### src/rtl/utf8_to_latin1_transcoder_defines.svh
// assertion macros for the utf-8 to latin-1 transcoder
// used by the top level only, no other dependencies
`ifndef UTF8_TO_LATIN1_TRANSCODER_DEFINES_SVH
`define UTF8_TO_LATIN1_TRANSCODER_DEFINES_SVH

// same-cycle implication, disabled during reset
`define U2L_ASSERT_NOW(lbl, clk, rst, ante, cons, msg) \
   lbl: assert property (@(posedge clk) disable iff (rst) (ante) |-> (cons)) else $error(msg);

// next-cycle implication, disabled during reset
`define U2L_ASSERT_NEXT(lbl, clk, rst, ante, cons, msg) \
   lbl: assert property (@(posedge clk) disable iff (rst) (ante) |=> (cons)) else $error(msg);

`endif

### src/rtl/u2l_pkg.sv
// shared types, constants and character functions of the utf-8 to latin-1 transcoder
// no dependencies
`default_nettype none

package u2l_pkg;

   localparam int MaxChars = 4;
   localparam int CountW   = $clog2(MaxChars + 1);
   localparam int IdxW     = $clog2(MaxChars);
   localparam int CodeW    = 21;

   localparam logic [CodeW-1:0] EuroCode = 21'h0020AC;
   localparam logic [7:0]       EuroByte = 8'h80;

   // cp1252 code points for bytes 0x80..0x9f, zero where undefined
   localparam logic [15:0] WinHigh [0:31] = '{
      16'h20AC, 16'h0000, 16'h201A, 16'h0192, 16'h201E, 16'h2026, 16'h2020, 16'h2021,
      16'h02C6, 16'h2030, 16'h0160, 16'h2039, 16'h0152, 16'h0000, 16'h017D, 16'h0000,
      16'h0000, 16'h2018, 16'h2019, 16'h201C, 16'h201D, 16'h2022, 16'h2013, 16'h2014,
      16'h02DC, 16'h2122, 16'h0161, 16'h203A, 16'h0153, 16'h0000, 16'h017E, 16'h0178
   };

   typedef struct packed {
      logic [7:0] latin;
      logic       has;
   } u2l_char_type;

   typedef struct packed {
      u2l_char_type [MaxChars-1:0] chars;
      logic [CountW-1:0]           count;
      logic                        done;
   } u2l_batch_type;

   typedef struct packed {
      logic [7:0]       lead;
      logic [1:0]       hcount;
      logic [1:0]       need;
      logic [CodeW-1:0] partial;
   } u2l_state_type;

   // latin-1 filter: euro sign maps to 0x80, above 0xff is deleted
   function automatic u2l_char_type put_code(input logic [CodeW-1:0] cp);
      u2l_char_type r;
      r = '0;
      if (cp == EuroCode) begin
         r.latin = EuroByte;
         r.has   = 1'b1;
      end else if (cp[CodeW-1:8] == '0) begin
         r.latin = cp[7:0];
         r.has   = 1'b1;
      end
      return r;
   endfunction

   // a byte taken alone, through the cp1252 table for 0x80..0x9f
   function automatic u2l_char_type put_lone(input logic [7:0] c);
      logic [15:0]      w;
      logic [CodeW-1:0] cp;
      w  = WinHigh[c[4:0]];
      cp = {{(CodeW-8){1'b0}}, c};
      if (c[7:5] == 3'b100 && w != 16'h0000) begin
         cp = {{(CodeW-16){1'b0}}, w};
      end
      return put_code(cp);
   endfunction

   // continuation bytes needed after a lead byte, zero if not a lead
   function automatic logic [1:0] lead_need(input logic [7:0] c);
      logic [1:0] n;
      n = 2'd0;
      if (c[7:5] == 3'b110) begin
         n = 2'd1;
      end else if (c[7:4] == 4'b1110) begin
         n = 2'd2;
      end else if (c[7:3] == 5'b11110) begin
         n = 2'd3;
      end
      return n;
   endfunction

endpackage

`default_nettype wire

### src/rtl/utf8_to_latin1_transcoder.sv
// utf-8 to latin-1 transcoder, top level; depends on u2l_pkg, u2l_decode, u2l_outbuf
// results are registered: each appears in the cycle after the input transaction that causes it
// throughput: one input byte per cycle while the result stream is ready and each byte gives at most
//   one result; a byte that breaks a sequence gives up to four results and holds the input until
//   the last of them is sent, since the result register sends one transaction a cycle while ready
// reset: synchronous, active high; clears the sequence state and empties the result register
`default_nettype none
`include "utf8_to_latin1_transcoder_defines.svh"

module utf8_to_latin1_transcoder import u2l_pkg::*; (
   input  wire        clock,
   input  wire        reset,
   // input stream: one raw text byte per transaction
   input  wire        req_tvalid,
   output logic       req_tready,
   input  wire [7:0]  req_tdata,   // [7:0] text_byte
   input  wire        req_tlast,   // end_of_text
   // result stream: one latin-1 character per transaction
   output logic       rsp_tvalid,
   input  wire        rsp_tready,
   output logic [7:0] rsp_tdata,   // [7:0] latin_byte
   output logic [1:0] rsp_tuser,   // [0] has_byte, [1] text_done
   output logic       rsp_tlast    // run_last
);

   u2l_batch_type batch;
   u2l_state_type seq_state;
   logic          req_fire;
   logic          has_byte;
   logic          text_done;

   // a new byte is taken whenever the result register is empty or finishing
   assign req_fire = req_tvalid && req_tready;

   // decode stage: sequence state plus combinational expansion into a batch
   u2l_decode u_decode (
      .clock       (clock),
      .reset       (reset),
      .text_byte   (req_tdata),
      .end_of_text (req_tlast),
      .accept      (req_fire),
      .batch       (batch),
      .state       (seq_state)
   );

   // result register: batch drains one character per transaction
   u2l_outbuf u_outbuf (
      .clock      (clock),
      .reset      (reset),
      .batch      (batch),
      .load       (req_fire),
      .in_ready   (req_tready),
      .out_valid  (rsp_tvalid),
      .out_ready  (rsp_tready),
      .latin_byte (rsp_tdata),
      .has_byte   (has_byte),
      .run_last   (rsp_tlast),
      .text_done  (text_done)
   );

   assign rsp_tuser = {text_done, has_byte};

   // end of text always leaves no sequence open
   `U2L_ASSERT_NEXT(a_end_closes, clock, reset, req_fire && req_tlast, seq_state.need == 2'd0, "sequence still open after end of text")

   // an input is only taken when no earlier result beyond the current one waits
   `U2L_ASSERT_NOW(a_no_overrun, clock, reset, req_fire, !rsp_tvalid || (rsp_tready && rsp_tlast), "input taken while results still pending")

   // the text end marker only rides on the last result of a run
   `U2L_ASSERT_NOW(a_done_is_last, clock, reset, rsp_tvalid && text_done, rsp_tlast, "text_done without run_last")

   // a deleted character carries a zero byte
   `U2L_ASSERT_NOW(a_deleted_zero, clock, reset, rsp_tvalid && !has_byte, rsp_tdata == 8'h00, "deleted character with nonzero byte")

endmodule

`default_nettype wire

### src/rtl/u2l_decode.sv
// sequence state and single-pass decode of one text byte into a batch of characters
// depends on u2l_pkg
`default_nettype none

module u2l_decode import u2l_pkg::*; (
   input  wire           clock,
   input  wire           reset,
   input  wire [7:0]     text_byte,
   input  wire           end_of_text,
   input  wire           accept,
   output u2l_batch_type batch,
   output u2l_state_type state
);

   u2l_state_type state_ff, state_in;
   logic [7:0]    cont_ff [2];
   logic          cont_we;
   logic          cont_idx;
   logic [1:0]    need_c;
   logic [CodeW-1:0] new_part;
   logic          do_exam;
   logic [CountW-1:0] n;
   u2l_char_type [MaxChars-1:0] chars;

   assign need_c   = lead_need(text_byte);
   assign new_part = {state_ff.partial[CodeW-7:0], text_byte[5:0]};

   always_comb begin
      state_in = state_ff;
      cont_we  = 1'b0;
      cont_idx = state_ff.hcount[0];
      do_exam  = 1'b0;
      n        = '0;
      chars    = '0;

      if (state_ff.need != 2'd0) begin
         if (text_byte[7:6] == 2'b10) begin
            if ({1'b0, state_ff.hcount} + 3'd1 >= {1'b0, state_ff.need}) begin
               // sequence complete
               chars[n[IdxW-1:0]] = put_code(new_part);
               n = n + 1'b1;
               state_in = '0;
            end else if (end_of_text) begin
               // text ends inside the sequence: flush, then this byte alone
               chars[n[IdxW-1:0]] = put_lone(state_ff.lead);
               n = n + 1'b1;
               if (state_ff.hcount > 2'd0) begin
                  chars[n[IdxW-1:0]] = put_lone(cont_ff[0]);
                  n = n + 1'b1;
               end
               if (state_ff.hcount > 2'd1) begin
                  chars[n[IdxW-1:0]] = put_lone(cont_ff[1]);
                  n = n + 1'b1;
               end
               chars[n[IdxW-1:0]] = put_lone(text_byte);
               n = n + 1'b1;
               state_in = '0;
            end else begin
               cont_we          = 1'b1;
               state_in.hcount  = state_ff.hcount + 2'd1;
               state_in.partial = new_part;
            end
         end else begin
            // sequence broken: flush held bytes, then examine this one
            chars[n[IdxW-1:0]] = put_lone(state_ff.lead);
            n = n + 1'b1;
            if (state_ff.hcount > 2'd0) begin
               chars[n[IdxW-1:0]] = put_lone(cont_ff[0]);
               n = n + 1'b1;
            end
            if (state_ff.hcount > 2'd1) begin
               chars[n[IdxW-1:0]] = put_lone(cont_ff[1]);
               n = n + 1'b1;
            end
            state_in = '0;
            do_exam  = 1'b1;
         end
      end else begin
         do_exam = 1'b1;
      end

      if (do_exam) begin
         if (!text_byte[7]) begin
            chars[n[IdxW-1:0]] = put_code({{(CodeW-8){1'b0}}, text_byte});
            n = n + 1'b1;
         end else if (need_c != 2'd0 && !end_of_text) begin
            state_in.lead    = text_byte;
            state_in.hcount  = 2'd0;
            state_in.need    = need_c;
            state_in.partial = {{(CodeW-8){1'b0}}, text_byte & (8'h7F >> need_c)};
         end else begin
            chars[n[IdxW-1:0]] = put_lone(text_byte);
            n = n + 1'b1;
         end
      end

      if (end_of_text) begin
         // empty result carries the end marker
         if (n == '0) begin
            chars[0] = '0;
            n = n + 1'b1;
         end
         state_in = '0;
      end
   end

   always_ff @(posedge clock) begin
      if (reset) begin
         state_ff <= '0;
      end else if (accept) begin
         state_ff <= state_in;
      end
   end

   always_ff @(posedge clock) begin
      if (accept && cont_we) begin
         cont_ff[cont_idx] <= text_byte;
      end
   end

   assign batch.chars = chars;
   assign batch.count = n;
   assign batch.done  = end_of_text;
   assign state       = state_ff;

endmodule

`default_nettype wire

### src/rtl/u2l_outbuf.sv
// result register holding one batch of characters, sent one transaction per cycle while the receiver is ready
// depends on u2l_pkg
`default_nettype none

module u2l_outbuf import u2l_pkg::*; (
   input  wire           clock,
   input  wire           reset,
   input  wire u2l_batch_type batch,
   input  wire           load,
   output logic          in_ready,
   output logic          out_valid,
   input  wire           out_ready,
   output logic [7:0]    latin_byte,
   output logic          has_byte,
   output logic          run_last,
   output logic          text_done
);

   u2l_char_type [MaxChars-1:0] chars_ff, chars_in;
   logic [CountW-1:0] count_ff, count_in;
   logic [IdxW-1:0]   idx_ff, idx_in;
   logic              done_ff, done_in;
   logic              last;
   logic              out_fire;
   u2l_char_type      cur;

   assign cur       = chars_ff[idx_ff];
   assign out_valid = (count_ff != '0);
   assign last      = (CountW'(idx_ff) + CountW'(1) == count_ff);
   assign out_fire  = out_valid && out_ready;
   assign in_ready  = (count_ff == '0) || (out_fire && last);

   always_comb begin
      chars_in = chars_ff;
      count_in = count_ff;
      idx_in   = idx_ff;
      done_in  = done_ff;
      if (out_fire) begin
         if (last) begin
            count_in = '0;
            idx_in   = '0;
         end else begin
            idx_in = idx_ff + 1'b1;
         end
      end
      if (load && batch.count != '0) begin
         chars_in = batch.chars;
         count_in = batch.count;
         idx_in   = '0;
         done_in  = batch.done;
      end
   end

   always_ff @(posedge clock) begin
      if (reset) begin
         count_ff <= '0;
         idx_ff   <= '0;
      end else begin
         count_ff <= count_in;
         idx_ff   <= idx_in;
      end
   end

   always_ff @(posedge clock) begin
      chars_ff <= chars_in;
      done_ff  <= done_in;
   end

   assign latin_byte = cur.latin;
   assign has_byte   = cur.has;
   assign run_last   = last;
   assign text_done  = last && done_ff;

endmodule

`default_nettype wire
### config.mk
export PLATFORM = sky130hd
export DESIGN_NAME = utf8_to_latin1_transcoder
export DESIGN_NICKNAME = d
export VERILOG_FILES = /design/src/rtl/u2l_pkg.sv /design/src/rtl/utf8_to_latin1_transcoder.sv /design/src/rtl/u2l_decode.sv /design/src/rtl/u2l_outbuf.sv
export VERILOG_INCLUDE_DIRS = /design/src /design/src/rtl
export SDC_FILE = /design/constraint.sdc
export NUM_CORES = 1
export LEC_CHECK = 0
export BUFFER_PORTS_ARGS = -buffer_cell sky130_fd_sc_hd__buf_2
export CORE_AREA = 2 2 119 121
export CTS_CLUSTER_DIAMETER = 100
export DETAILED_ROUTE_END_ITERATION = 6
export DIE_AREA = 0 0 121 123
export GPL_TIMING_DRIVEN = 0
export PLACE_DENSITY = 0.85
export SYNTH_ARGS = -nofsm -noshare
export SYNTH_HDL_FRONTEND = slang
export SYNTH_SLANG_ARGS = --single-unit
### constraint.sdc
create_clock -name clock -period 5.3 [get_ports clock]
set_clock_uncertainty 0.05 [all_clocks]
set_input_delay 0.795 -clock clock [delete_from_list [all_inputs] [get_ports clock]]
set_output_delay 0.795 -clock clock [all_outputs]
set_load 0.1 [all_outputs]
### Word level (Yosys, flattened, before mapping)

Memories as Yosys holds them, arrays and structs flattened.
Cells that the tools add are included.

* output and inout bits: 13
* latch bits: 0
* RAM bits: 16
* ROM bits: 2048
* memories: 5
* register bits after elaboration: 75

* eq/ne operators: 18
* mux-type cells: 164
* reductions and logical operators: 40
* shift-type cells: 1
* $lt $le $gt $ge: 16
* add/sub/neg operators: 9
* div/mod/pow operators: 0
* bitwise gates (word level): 5
* $mul: 0

Memory list
* (name not given): depth 32, width 16, rd ports 1, clocked after memory_dff 0, write ports 0, RTL line u2l_pkg.sv:59 `w = WinHigh[c[4:0]];`
* (name not given): depth 32, width 16, rd ports 1, clocked after memory_dff 0, write ports 0, RTL line u2l_pkg.sv:59
* (name not given): depth 32, width 16, rd ports 1, clocked after memory_dff 0, write ports 0, RTL line u2l_pkg.sv:59
* (name not given): depth 32, width 16, rd ports 1, clocked after memory_dff 0, write ports 0, RTL line u2l_pkg.sv:59
* u_decode.cont_ff: depth 2, width 8, rd ports 2, clocked after memory_dff 0, write ports 1, RTL line u2l_decode.sv:16 `logic [7:0] cont_ff [2];`

Operators with widths (count)
* 21-bit 2-to-1 mux: 27
* 9-bit 2-to-1 mux: 57
* 36-bit 2-to-1 mux: 12
* 33-bit 2-to-1 mux: 7
* 16-bit 2-to-1 mux: 13
* 21-bit by 14-bit == test with 1-bit output, second input constant: 9
* 36-bit bitwise mux: 5
* 13-bit logical NOT: 9
* 9-bit demux with 2-bit select: 4
* 3-bit 2-to-1 mux: 24
* 16-bit nonzero test: 4
* 27-bit 2-to-1 mux: 1
* 6-bit greater-or-equal comparator, second input constant: 4
* 5-bit inverter with 6-bit output: 4
* 9-bit binary-select mux with 2-bit select: 1
* 3-bit by 1-bit adder with 3-bit output, second input constant: 5
* 3-bit == test, second input constant: 5
* 1-bit logical AND: 15
* 2-bit by 3-bit < comparator with 1-bit output, second input constant: 5
* 2-bit 2-to-1 mux: 5
* 8-bit AND: 1
* 2-bit by 1-bit greater-or-equal comparator with 1-bit output, second input constant: 4
* 1-bit 2-to-1 mux: 8
* 2-bit nonzero test: 4
* 15 further kinds: 20

### Longest topological paths before layout

Gate-level depths: netlist of run 1.
An unclocked memory read counts as a cell.

* depth after elaboration: 38
* depth in mapped cells: 18
* depth with buffers taken out: 17

### Modules after synthesis

A second synthesis of run 1 with hierarchy kept.

* cells, all modules: 977
* area total of the unflattened synthesis: 8161.6 sq um

Modules (own cells, without submodules)
* u2l_decode: cells an instance 893, area an instance 6513.7 sq um, times used 1
* u2l_outbuf: cells an instance 81, area an instance 1626.6 sq um, times used 1
* utf8_to_latin1_transcoder: cells an instance 3, area an instance 21.3 sq um, times used 1

### Worst setup path before layout of run 1

Ideal clock, no wire load.

* path type: flip-flop to flip-flop
* start point: reg u_outbuf.idx_ff[0]
* end point: reg u_outbuf.chars_ff[0] (netlist name) (enable)
* cell stages (with the launch flop): 8
* period minus slack after synthesis: 6.760 ns
* data required time: 4.813 ns
* path buffers: 0
* library setup time: 0.437 ns
* data arrival time: 6.273 ns
* path slack: -1.460 ns
* cell sequence: dfxtp_1 ha_1 xor2_1 nor3_1 nand2_1 nand2_1 nand2_1 o21ai_1

* longest elaborated chain between the ends: 6

RTL lines
* start: declaration: RTL line u2l_outbuf.sv:21 `logic [IdxW-1:0] idx_ff, idx_in;`
* start signal: assignment: RTL line u2l_outbuf.sv:60 `idx_ff <= idx_in;`
* 2-bit by 1-bit adder with 3-bit output: RTL line u2l_outbuf.sv:29 `assign last = (CountW'(idx_ff) + CountW'(1) == count_ff);`
* 3-bit == test: RTL line u2l_outbuf.sv:29
* via rsp_tlast: RTL line utf8_to_latin1_transcoder.sv:23 `output logic rsp_tlast`
* 1-bit logical AND: RTL line u2l_outbuf.sv:31 `assign in_ready = (count_ff == '0) || (out_fire && last);`
* 1-bit logical OR: RTL line u2l_outbuf.sv:31
* via req_tready: RTL line utf8_to_latin1_transcoder.sv:15 `output logic req_tready,`
* 1-bit logical AND: RTL line utf8_to_latin1_transcoder.sv:33 `assign req_fire = req_tvalid && req_tready;`
* 1-bit logical AND: RTL line u2l_outbuf.sv:46 `if (load && batch.count != '0) begin`
* end signal: assignment: RTL line u2l_outbuf.sv:65 `chars_ff <= chars_in;`
* end: declaration: RTL line u2l_outbuf.sv:19 `u2l_char_type [MaxChars-1:0] chars_ff, chars_in;`

The timed path passes the listed nets, and every way through them passes these cells.
A chain may end at the register's enable or synchronous reset.

==> results of run 1 <==
[layout make-up]
class	count	area (um2)
clock inverters	7	50.0
clock buffers	9	225
fillers	1148	5280
plain buffers	65	275
repair buffers	27	153
inverters	33	124
multi-input cells	733	5050
well taps	180	225
flip-flops and latches	85	2230
[power by group]
part           total, uW  switching (uW)  internal, uW  leakage, uW
Combinational        343             255          88.4      0.00216
Sequential           744            10.8           733     0.000768
Clock                587             269           318     0.000140
Total               1670             535          1140      0.00307
[cells by family after synthesis]
logic type / count (synthesis) / synth area share
fa+ha+maj: 48 / 0.0796
flops: 85 / 0.292
xor+xnor: 9 / 0.0103
mux: 44 / 0.0822
buf+inv: 98 / 0.0522
compound gates: 296 / 0.261
simple gates: 336 / 0.222
[routing by layer]
metal / routed length, um / vias up / share of wire / track usage
li1: - / 3537 / - / -
met1: 9730 / 3618 / 0.43 / 0.435
met2: 10200 / 468 / 0.45 / 0.480
met4: 553 / 0 / 0.024 / 0.0988
met3: 2390 / 50 / 0.10 / 0.0563
met5: 0 / - / 0 / 0
[cells in the mapped netlist, types with 13 or more instances]
cell type and n:
nor2_1 76, a211oi_1 15, nand2_1 93, ha_1 47
a22oi_1 23, nor3_1 26, nand3_1 18, o21ai_0 44
dfxtp_1 32, a31oi_1 22, a21oi_1 77, clkbuf_1 45
edfxtp_1 53, nand2b_1 20, mux4_2 14, nor2b_1 14
inv_1 29, mux2i_1 20, o211ai_1 13
[stage by stage]
step | area [um2] | setup WS [ns] | cells | hold slack (ns) | setup TNS (ns)
2_1_floorplan | 7650 | 0.304 | 916 | 0.400 | 0
6_report | 8330 | 0.333 | 1139 | 0.437 | 0
4_1_cts | 8320 | 0.337 | 1139 | 0.437 | 0
5_1_grt | 8330 | 0.0674 | 1139 | 0.467 | 0
3_5_place_dp | 8050 | -0.0257 | 1123 | 0.426 | -0.0257
3_3_place_gp | 8000 | -0.711 | 1121 | 0.420 | -27.70
[worst max-delay path, stage by stage]
cell and delay, ns:
buf_2 0.24, clkbuf_1 0.54, inv_1 0.31, ha_1 0.26, clkbuf_1 0.22, or3_1 0.39
a211o_1 0.36, a2111oi_4 0.55, and3_1 0.29, a21oi_2 0.13, o21ai_1 0.48, nand2_1 0.11
a21o_1 0.19, a22oi_1 0.21
[worst max-delay path by stage]
stage / startpoint / cells after the start / slack, ns / endpoint
floorplan: u_outbuf.idx_ff[0]$_SDFFE_PP0P_ / 7 / 0.30 / u_outbuf.chars_ff[0]$_DFFE_PP_
global placement: req_tdata[6] / 14 / -0.71 / u_outbuf.chars_ff[10]$_DFFE_PP_
detailed placement: req_tdata[1] / 12 / -0.03 / u_outbuf.chars_ff[12]$_DFFE_PP_
CTS: req_tdata[1] / 12 / 0.34 / u_outbuf.chars_ff[12]$_DFFE_PP_
global route: req_tdata[1] / 14 / 0.07 / u_outbuf.chars_ff[3]$_DFFE_PP_
finish: req_tdata[1] / 14 / 0.33 / u_outbuf.chars_ff[3]$_DFFE_PP_
[repair_timing]
action,in CTS,in global routing
endpoints found under the setup margin,0,34
hold buffers,0,0
resized for setup,0,2
[registers in the layout (all words and copies together), names as in the netlist]
name,cells
u_decode.state,27
u_decode.cont_ff,16
u_outbuf.count_ff,3
u_outbuf.done_ff,1
u_outbuf.chars_ff,36
u_outbuf.idx_ff,2
==> flow_metrics.py, run 1 <==
metrics = {
    "run_status": {
        "status": "completed",
    },
    "place": {
        "gp_congestion": 1.03,
        "hpwl_um": 16900,
        "portBuffers": 25,
    },
    "routing": {
        "drc": 0,
        "drt_iter0_drc": 1161,
        "via_per_inst": 6.74,
        "final_antenna_net_count": 0,
        "dr.pass1.iters": 5,
        "detail_route.wl_per_cell_um": 20.1,
        "wirelength_um": 22900,
        "via_count": 7673,
    },
    "sta": {
        "max_clock_freq_ghz": 0.201,
        "period_share": 0.937,
        "rsz0062_at_grt": "no",
        "period_needed_ns": 4.97,
        "finalSetupViolations": 0,
        "slew_viol_final": 0,
        "hold_viol": 0,
        "tightestPinTransition_ns": 1.20,
        "slew_headroom": 0.194,
    },
    "clock_tree": {
        "cts_made_buffers": 9,
        "clk_pin_slew_worst_paths_ns": 0.06,
        "clkLatencyLatePin_ns": 0.36,
        "cts_tree": "yes",
        "cts.root.buffer_cell": "clkbuf_16",
        "cts_buffer_depth": 2,
        "post_cts_buffers": 0,
        "cts_sinks": 85,
        "htreeDepth": 3,
    },
    "worst_setup_path": {
        "worst-path-max-fanout": 10,
        "crit_type": "primary input to flop",
        "critical_path_required_ns": 5.42,
        "critPathLaunchType": "primary input",
        "cp_data_arrival_time_ns": 5.09,
        "reg2regPathDepth": 14,
        "r2r-start": "u_decode.state[24]$_SDFFE_PP0P_",
        "r2r_slack_ns": 0.44,
        "critPathCaptureType": "flop",
        "r2r_end": "u_outbuf.chars_ff[15]$_DFFE_PP_",
    },
    "grt": {
        "grt_max_degree": 34,
        "antenna_found_initial": 0,
        "grt_pass1_wl_um": 35900,
        "grt_usage": 0.308,
        "grt.overflow.total": 0,
        "grt_pass1_vias": 6770,
    },
    "yosys": {
        "syn-instance-count": 916,
        "synthesis.area_um2": 7640,
        "syn-num-nets": 977,
        "synth_area_per_cell_um2": 8.34,
        "synth_top_area_share": 0.208,
        "synth_edf_count": 53,
        "synth_cell_types": 85,
        "async_reset_ff_frac": 0,
        "synth_ff_type": "edfxtp_1",
        "ys_ff_latch": 85,
        "ys_warn_count": 0,
        "synth.top_cells.by_area": "edfxtp_1, dfxtp_1, ha_1, a21oi_1, nand2_1",
        "yosysTopAreaCell": "edfxtp_1",
        "ys_seq_area_frac": 0.292,
    },
    "floorplanning": {
        "die_area_um2": 14900,
        "core_area_um2": 13600,
        "die_h_um": 123,
        "die_x_um": 121,
        "ioPinCount": 26,
        "rows": 43,
        "start_util": 0.561,
    },
    "worst_hold_path": {
        "holdPathEnd": "u_outbuf.count_ff[2]$_SDFFE_PP0P_",
        "hold_path.class": "flop to flop",
        "holdPathStages": 2,
        "hp-start": "u_outbuf.count_ff[2]$_SDFFE_PP0P_",
    },
    "finish": {
        "final_common_cell": "nand2_1",
        "final_cell_mix": "nand2_1, a21oi_1, nor2_1",
        "drive_gt1_frac": 0.111,
        "area_growth_syn_to_layout_pct": 9.02,
        "fin_util": 0.612,
        "diodes": 0,
        "final_nets": 1015,
    },
    "power_and_ir_drop": {
        "p_per_area_nw_per_um2": 201,
        "power.total_uw": 1670,
        "leakagePower_uw": 0.00307,
        "vdd.ir_drop.worst_v": 0.000183,
    },
    "job": {
        "cap_violations": 0,
    },
}
Power figures use the tool's default switching activity.
==> inputs of run 2 (changes only) <==
- CTS_BUF_LIST: not set -> sky130_fd_sc_hd__clkbuf_8
==> run 2 against run 1 <==
Maximum frequency is 0.89% lower. Critical endpoint is now u_outbuf.chars_ff[5]$_DFFE_PP_. Die area stayed put. Register-to-register slack better by 0.03 ns. Worst hold slack hardly changed. Highest routed layer unchanged. Largest power group unchanged. Flip-flop and latch count stayed put. First-iteration DRC count is 0.86% higher. Critical path depth stayed put.
==> flow_metrics.py, run 2 (synthesized netlist as in run 1, its figures left out) <==
metrics = {
    "clock_tree": {
        "clk_pin_slew_worst_paths_ns": 0.09,
        "cts.root.buffer_cell": "clkbuf_8",
        "cts_made_buffers": 9,
        "cts_buffer_depth": 2,
        "htreeDepth": 3,
        "clkLatencyLatePin_ns": 0.40,
        "cts_tree": "yes",
        "cts_sinks": 85,
        "hold_buffers": 0,
    },
    "worst_hold_path": {
        "hold_path.class": "flop to flop",
        "holdPathStages": 2,
        "holdPathEnd": "u_outbuf.count_ff[2]$_SDFFE_PP0P_",
        "hp-start": "u_outbuf.count_ff[2]$_SDFFE_PP0P_",
    },
    "job": {
        "cap_violations": 0,
    },
    "routing": {
        "highest_layer": "met4",
        "dr.pass1.iters": 6,
        "wl_met1_um": 9620,
        "wirelength_um": 22600,
        "met3_length_um": 2400,
        "drt_iter0_drc": 1171,
        "wl_met2_um": 9960,
        "detail_route.wl_per_cell_um": 19.9,
        "drc": 0,
        "final_antenna_net_count": 0,
        "via_count": 7619,
        "via_per_inst": 6.69,
    },
    "worst_setup_path": {
        "critPathCaptureType": "flop",
        "reg2regPathDepth": 14,
        "r2r-start": "u_decode.state[24]$_SDFFE_PP0P_",
        "cp_slowest_cell": "a2111oi_4",
        "crit_top_cell": "clkbuf_1",
        "path_cells": "buf_2, clkbuf_1, inv_1, ha_1, clkbuf_1, or3_1, a211o_1, a2111oi_4, and3_1, a21oi_2, mux2i_1, o21ai_0, a21oi_1, nor3_1",
        "r2r_slack_ns": 0.47,
        "crit_type": "primary input to flop",
        "crit_family": "compound AO/OA/AOI/OAI gates",
        "critPathLaunchType": "primary input",
        "cp.buffers_inverters": 4,
        "worst_path_largest_cell_delay_ns": 0.59,
        "worst-path-max-fanout": 10,
        "cp_data_arrival_time_ns": 5.09,
        "r2r_end": "u_outbuf.chars_ff[31]$_DFFE_PP_",
        "critical_path_required_ns": 5.37,
    },
    "power_and_ir_drop": {
        "swShare": 0.342,
        "p_per_area_nw_per_um2": 183,
        "clkPwrFrac": 0.279,
        "leakagePower_uw": 0.00302,
        "vdd.ir_drop.worst_v": 0.000140,
        "combPwrFrac": 0.228,
        "power.internal_uw": 992,
        "p_seq_frac": 0.493,
        "p_sw_uw": 516,
    },
    "finish": {
        "diodes": 0,
        "area_growth_syn_to_layout_pct": 7.70,
        "fillers": 1166,
        "final_area_um2": 8230,
        "multiInputGateArea_um2": 5050,
        "final_common_cell": "nand2_1",
        "largest_reg_flops": 36,
        "final_nets": 1015,
        "regArea_um2": 2230,
        "largest_register": "u_outbuf.chars_ff",
        "final_cell_mix": "nand2_1, a21oi_1, nor2_1",
        "drive_gt1_frac": 0.111,
    },
    "grt": {
        "antenna_found_initial": 0,
        "grt_pass1_vias": 6734,
        "grt_usage": 0.305,
        "grt_pass1_wl_um": 35600,
        "grt_max_degree": 34,
        "grt.overflow.total": 0,
    },
    "sta": {
        "holdWs_ns": 0.437,
        "finalSetupViolations": 0,
        "max_clock_freq_ghz": 0.200,
        "hold_viol": 0,
        "period_needed_ns": 5.01,
        "slew_viol_final": 0,
        "rsz0062_at_grt": "no",
        "setup_ws_ns": 0.288,
        "period_share": 0.946,
        "tightestPinTransition_ns": 1.11,
        "slew_headroom": 0.258,
    },
    "floorplanning": {
        "die_x_um": 121,
        "core_area_um2": 13600,
        "start_util": 0.561,
        "die_area_um2": 14900,
        "ioPinCount": 26,
        "die_h_um": 123,
        "rows": 43,
    },
    "place": {
        "dpl_cell_area_um2": 8050,
        "gp_congestion": 1.03,
        "pre_cts_ws_ns": -0.0257,
        "hpwl_um": 16900,
        "portBuffers": 25,
    },
    "run_status": {
        "status": "completed",
    },
}
## run 2: worst max-delay path by stage
stage	start	slack, ns	depth (start not counted)	to
after floorplan	u_outbuf.idx_ff[0]$_SDFFE_PP0P_	0.30	7	u_outbuf.chars_ff[0]$_DFFE_PP_
after global placement	req_tdata[6]	-0.71	14	u_outbuf.chars_ff[10]$_DFFE_PP_
after detailed placement	req_tdata[1]	-0.03	12	u_outbuf.chars_ff[12]$_DFFE_PP_
after CTS	u_decode.state[24]$_SDFFE_PP0P_	0.36	14	u_outbuf.chars_ff[31]$_DFFE_PP_
after global routing	req_tdata[1]	0.11	14	u_outbuf.chars_ff[3]$_DFFE_PP_
final	req_tdata[1]	0.29	14	u_outbuf.chars_ff[5]$_DFFE_PP_
## run 2: layout make-up
| type | count | area share |
|---|---|---|
| clock buffer | 9 | 0.0151 |
| clock inverter | 7 | 0.00608 |
| tap | 180 | 0.0274 |
| buffer | 65 | 0.0334 |
| sequential | 85 | 0.271 |
| timing repair buffer | 27 | 0.0185 |
| multi-input combinational | 733 | 0.613 |
| inverter | 33 | 0.0151 |
## run 2: through the flow
stage / total power [uW] / cells / setup TNS, ns / util
after CTS: 1500 / 1139 / 0 / 0.604
after detailed placement: 1090 / 1123 / -0.0257 / 0.591
after global routing: 1550 / 1139 / 0 / 0.605
after floorplan: 1010 / 916 / 0 / -
after global placement: 1090 / 1121 / -27.70 / 0.588
final: 1510 / 1139 / 0 / 0.605
## run 2: repair_timing
action,4_1_cts,5_1_grt
setup buffers,0,0
setup endpoints to repair,0,35
gates resized for setup,0,2
## run 2: per-layer routing
layer / vias to the layer above / track usage
met5: - / 0
met4: 0 / 0.110
met3: 50 / 0.0581
met2: 457 / 0.466
met1: 3577 / 0.433
li1: 3535 / -
## run 2: power groups by stage
stage	combinational (uW)	sequential (uW)	clock (uW)
4_1_cts	336	744	420
5_1_grt	362	746	447
3_5_place_dp	335	759	0
2_1_floorplan	255	753	0
6_report	344	743	421
3_3_place_gp	327	758	0
## run 2: worst min-delay path, cell delays in order, from the launching register on
cell and delay [ns]:
dfxtp_1 0.33, nand2_1 0.06, a21oi_1 0.05
